$ cat src/rtl/isf_pkg.sv
`timescale 1ns / 1ps
// ----------------------------------------------------------------------------
// isf_pkg
// Shared types and constants of the sorted IPv4 address store.
// ----------------------------------------------------------------------------
package isf_pkg;

    localparam int ADDR_BITS   = 32;
    localparam int CFG_ADDR_W  = 4;
    localparam int CFG_DATA_W  = 32;

    // Request codes
    typedef enum logic [1:0] {
        REQ_LOAD  = 2'd0,
        REQ_NEXT  = 2'd1,
        REQ_CLEAR = 2'd2,
        REQ_NONE  = 2'd3
    } req_t;

    // Filter selections
    typedef enum logic [1:0] {
        PASS_ALL   = 2'd0,
        PASS_FIRST = 2'd1,
        PASS_PAIR  = 2'd2,
        PASS_ANY   = 2'd3
    } pass_t;

    // Result status codes
    localparam logic [1:0] ST_DONE      = 2'd0;
    localparam logic [1:0] ST_ENTRY     = 2'd1;
    localparam logic [1:0] ST_EXHAUSTED = 2'd2;
    localparam logic [1:0] ST_FULL      = 2'd3;

    // Configuration register indexes
    typedef enum logic [1:0] {
        REG_SINGLE_FIRST = 2'd0,
        REG_PAIR_FIRST   = 2'd1,
        REG_PAIR_SECOND  = 2'd2,
        REG_ANY_OCTET    = 2'd3
    } reg_idx_t;

    localparam logic [7:0] SINGLE_FIRST_RST = 8'd1;
    localparam logic [7:0] PAIR_FIRST_RST   = 8'd46;
    localparam logic [7:0] PAIR_SECOND_RST  = 8'd70;
    localparam logic [7:0] ANY_OCTET_RST    = 8'd46;

    typedef struct packed {
        logic [7:0] single_first_octet;
        logic [7:0] pair_first_octet;
        logic [7:0] pair_second_octet;
        logic [7:0] any_octet_value;
    } cfg_t;

    typedef enum logic [2:0] {
        S_IDLE,
        S_LOAD,
        S_PUT,
        S_SCAN,
        S_FINISH
    } state_t;

endpackage

$ cat src/rtl/isf_cfg.sv
`timescale 1ns / 1ps
// ----------------------------------------------------------------------------
// isf_cfg
// APB-style register bank holding the four filter octet values.
// ----------------------------------------------------------------------------
module isf_cfg (
    input  logic                           clk,
    input  logic                           rst_n,
    input  logic                           psel,
    input  logic                           penable,
    input  logic                           pwrite,
    input  logic [isf_pkg::CFG_ADDR_W-1:0] paddr,
    input  logic [isf_pkg::CFG_DATA_W-1:0] pwdata,
    output logic [isf_pkg::CFG_DATA_W-1:0] prdata,
    output logic                           pready,
    output isf_pkg::cfg_t                  cfg
);
    import isf_pkg::*;

    cfg_t       cfg_reg;
    cfg_t       cfg_next;
    logic       wr_en;
    reg_idx_t   idx;
    logic [7:0] rd_byte;

    assign wr_en  = psel && penable && pwrite;
    assign idx    = reg_idx_t'(paddr[3:2]);
    assign pready = 1'b1;
    assign cfg    = cfg_reg;

    always_comb
    begin
        cfg_next = cfg_reg;
        if (wr_en)
        begin
            case (idx)
                REG_SINGLE_FIRST: cfg_next.single_first_octet = pwdata[7:0];
                REG_PAIR_FIRST:   cfg_next.pair_first_octet   = pwdata[7:0];
                REG_PAIR_SECOND:  cfg_next.pair_second_octet  = pwdata[7:0];
                REG_ANY_OCTET:    cfg_next.any_octet_value    = pwdata[7:0];
                default:          cfg_next = cfg_reg;
            endcase
        end
    end

    always_comb
    begin
        case (idx)
            REG_SINGLE_FIRST: rd_byte = cfg_reg.single_first_octet;
            REG_PAIR_FIRST:   rd_byte = cfg_reg.pair_first_octet;
            REG_PAIR_SECOND:  rd_byte = cfg_reg.pair_second_octet;
            REG_ANY_OCTET:    rd_byte = cfg_reg.any_octet_value;
            default:          rd_byte = 8'd0;
        endcase
    end

    assign prdata = {{(CFG_DATA_W-8){1'b0}}, rd_byte};

    always_ff @(posedge clk or negedge rst_n)
    begin
        if (!rst_n)
        begin
            cfg_reg.single_first_octet <= SINGLE_FIRST_RST;
            cfg_reg.pair_first_octet   <= PAIR_FIRST_RST;
            cfg_reg.pair_second_octet  <= PAIR_SECOND_RST;
            cfg_reg.any_octet_value    <= ANY_OCTET_RST;
        end
        else
        begin
            cfg_reg <= cfg_next;
        end
    end

endmodule

$ cat config.mk
export PLATFORM = sky130hd
export DESIGN_NAME = isf_cfg
export DESIGN_NICKNAME = d
export VERILOG_FILES = /design/src/rtl/isf_pkg.sv /design/src/rtl/isf_cfg.sv
export SDC_FILE = /design/constraint.sdc
export NUM_CORES = 1
export LEC_CHECK = 0
export BUFFER_PORTS_ARGS = -buffer_cell sky130_fd_sc_hd__buf_4
export CORE_MARGIN = 1.5
export CORE_UTILIZATION = 47
export CTS_BUF_LIST = sky130_fd_sc_hd__clkbuf_2 sky130_fd_sc_hd__clkbuf_4 sky130_fd_sc_hd__clkbuf_8
export DETAILED_ROUTE_END_ITERATION = 10
export GPL_TIMING_DRIVEN = 0
export MAX_ROUTING_LAYER = met4
export PLACE_DENSITY = 0.88
export SYNTH_ARGS = -nofsm -noshare
export SYNTH_HDL_FRONTEND = slang
export SYNTH_SLANG_ARGS = --single-unit
$ cat constraint.sdc
create_clock -name clk -period 1.4 [get_ports clk]
set_input_delay 0.14 -clock clk [delete_from_list [all_inputs] [get_ports clk]]
set_output_delay 0.14 -clock clk [all_outputs]
set_load 0.01 [all_outputs]
==> impl_metrics.sql <==
INSERT INTO impl_metrics (metric_group, metric, value, unit) VALUES
('status', 'run_status', 'finished, violations left', ''),
('status', 'failed_checks', 'negative setup slack', ''),
('place', 'place_area', '2190', 'um^2'),
('clocking', 'clock_insertion_delay_worst_skew', '0.33', 'ns'),
('timing', 'slew-limit-headroom', '0.642', ''),
('detailed_routing', 'num_vias', '1221', ''),
('clocking', 'tritoncts_clock_tree', 'built', ''),
('timing', 'final_period_minus_worst_setup_slack', '1.50', 'ns'),
('cells_and_area', 'number_of_flip_flops_under_the_largest_register_name', '32', ''),
('timing', 'layout_worst_path_cycle_share', '1.07', ''),
('setup_path', 'critical_path.cell_chain', 'mux4_2, buf_6', ''),
('global_routing', 'pin_count_of_the_biggest_net_entering_global_routing', '33', ''),
('floorplanning', 'fp.coreArea', '3340', 'um^2'),
('yosys', 'post_synth.cell_area_avg', '15.3', 'um^2'),
('power', 'power_density', '1360', 'nW/um^2'),
('detailed_routing', 'routed_wire_length_per_instance', '14.9', 'um'),
('timing', 'final_number_of_setup_violating_endpoints', '8', ''),
('timing', 'fmax', '666', 'MHz'),
('timing', 'rsz0062_at_grt', 'yes', ''),
('yosys', 'synth_cell_type_count', '13', ''),
('cells_and_area', 'layout.cells.most_common', 'sky130_fd_sc_hd__buf_4', ''),
('global_routing', 'global_route.usage.total', '0.221', ''),
('place', 'dp.final_hpwl', '2.48', 'mm'),
('cells_and_area', 'postLayoutCellArea', '2510', 'um^2'),
('power', 'share_comb_of_total_power', '0.436', ''),
('setup_path', 'worst_path_max_delay_cell', 'sky130_fd_sc_hd__mux4_2', ''),
('detailed_routing', 'drc_errors', '0', ''),
('power', 'internal_power', '2.41', 'mW'),
('job', 'maxcap_violations', '0', ''),
('detailed_routing', 'totalWireLength', '3.98', 'mm'),
('detailed_routing', 'final_antenna_net_count', '0', ''),
('yosys', 'synth.ff_latch_count', '32', ''),
('timing', 'final-hold-violation-count', '0', ''),
('detailed_routing', 'drt_first_pass_iters', '4', ''),
('timing', 'timing_max_transition_violations_final', '0', ''),
('floorplanning', 'dieWidth', '62.1', 'um'),
('setup_path', 'crit-reg2reg-capture', 'cfg[4]$_DFFE_PN0P_', ''),
('setup_path', 'timing.critical_path.to_type', 'output pin', ''),
('power', 'share_clk_of_total_power', '0.173', ''),
('floorplanning', 'ioPinCount', '106', ''),
('detailed_routing', 'via_per_inst', '4.57', ''),
('setup_path', 'worst_setup_path_endpoint', 'prdata[4]', ''),
('timing', 'fin_ws', '-0.102', 'ns'),
('cells_and_area', 'commonest_cells_after_routing_fill_and_taps_aside', 'sky130_fd_sc_hd__buf_4 (99), sky130_fd_sc_hd__mux2_2 (32), sky130_fd_sc_hd__conb_1 (25), sky130_fd_sc_hd__dfrtp_1 (20), sky130_fd_sc_hd__dfstp_2 (12)', ''),
('clocking', 'clock_sink_count', '32', ''),
('timing', 'hold_ws', '0.0557', 'ns'),
('setup_path', 'biggest_cell_delay_along_the_critical_path', '0.48', 'ns'),
('setup_path', 'critPathMaxFanout', '2', ''),
('clocking', 'reg_clk_slew_reported_paths', '0.10', 'ns'),
('setup_path', 'timing.setup.critical_path_class', 'reg -> out', ''),
('floorplanning', 'die_y', '62.1', 'um'),
('yosys', 'synth_sequential_area_ratio', '0.497', ''),
('global_routing', 'globalRoute.totalOverflow', '0', ''),
('yosys', 'synth_area', '1640', 'um^2'),
('floorplanning', 'design.die.area', '3850', 'um^2'),
('yosys', 'postSynthCellCount', '107', ''),
('clocking', 'clk_path_buf_depth', '2', ''),
('setup_path', 'worst_r2r_startpoint', 'cfg[4]$_DFFE_PN0P_', ''),
('cells_and_area', 'synthToLayoutAreaGrowth', '52.8', '%'),
('cells_and_area', 'antenna-diode-count', '0', ''),
('cells_and_area', 'layout.cells.non_filler', '267', ''),
('clocking', 'h-tree-depth', '2', ''),
('power', 'switching_share', '0.291', ''),
('setup_path', 'setup_slack_of_the_worst_register_to_register_path', '0.39', 'ns'),
('yosys', 'synth-warning-count', '0', ''),
('power', 'p_leak', '1.28', 'nW'),
('cells_and_area', 'layout.core_utilization', '0.751', ''),
('power', 'vdd_ir_drop_max', '0.000938', 'V'),
('power', 'reg_power_frac', '0.391', ''),
('timing', 'worst_clock_skew', '0', 'ns'),
('power', 'p_sw', '0.991', 'mW');
## layer usage
layer	vias to the layer above	wire length, um	GRT usage	share of wire
met5	-	0	-	0
met4	0	32	0.0456	0.0080
met3	6	234	0.0518	0.059
met2	55	2100	0.362	0.53
met1	595	1620	0.283	0.41
li1	565	-	-	-
## layout make-up
type	instances	area (um^2)
flip-flops and latches	32	816
well taps	46	57.6
fillers	230	831
repair buffers	83	656
plain buffers	28	215
multi-input cells	70	696
clock buffers	8	66.3
## worst min path at each step
stage                    from                  end  slack [ns]  cells after the start
global route        pwdata[2]  cfg[18]$_DFFE_PN1P_        0.05                      2
detailed placement      rst_n   cfg[4]$_DFFE_PN0P_         0.1                      1
CTS                 pwdata[2]  cfg[10]$_DFFE_PN1P_        0.05                      2
finish              pwdata[2]  cfg[18]$_DFFE_PN1P_        0.06                      2
global placement        rst_n   cfg[7]$_DFFE_PN0P_        0.08                      1
floorplan               rst_n   cfg[0]$_DFFE_PN0P_       -0.16                      0
## Yosys cell counts (all sizes together)
cell    instances  share of area
nand3b          1         0.0069
mux4            8           0.11
and3            1         0.0069
nand3           1         0.0061
and3b           1         0.0061
buf            28           0.13
nor3b           1          0.011
dfrtp          20           0.31
dfstp          12           0.19
mux2           32           0.22
conb            2         0.0046
## kinds of logic (layout without fill, tap and decap cells)
family | count (synthesis) | in the layout | share of synthesized area
AND/OR/NAND/NOR | 5 | 5 | 0.0374
multiplexers | 40 | 40 | 0.330
buffers and inverters | 28 | 119 | 0.131
other | 2 | 25 | 0.00458
flip-flops | 32 | 32 | 0.497
## power groups by stage
stage	combinational (mW)	sequential, mW	clock, mW
4_1_cts	1.40	1.32	0.599
2_1_floorplan	0.446	1.45	0
6_report	1.48	1.33	0.589
3_5_place_dp	1.10	1.38	0
5_1_grt	1.58	1.36	0.641
3_3_place_gp	1.07	1.36	0
## per-stage QoR
step	total power, mW	setup TNS (ns)
3_5_place_dp	2.48	-0.147
5_1_grt	3.58	-0.887
6_report	3.41	-0.587
3_3_place_gp	2.43	-0.106
4_1_cts	3.32	-0.615
2_1_floorplan	1.90	0
## worst max-delay path: cells and delay by family, from the launching register on
| family | cells | cell delay, ns |
|---|---|---|
| flops | 1 | 0.40 |
| mux | 1 | 0.48 |
| buf+inv | 1 | 0.14 |
## timing repair
action | CTS | global route
setup buffers | 21 | 7
endpoints found under the setup margin | 8 | 8
hold endpoints to repair | 20 | 0
hold buffers | 1 | 0
gates resized for setup | 8 | 0
(Power assumes the default switching activity.)
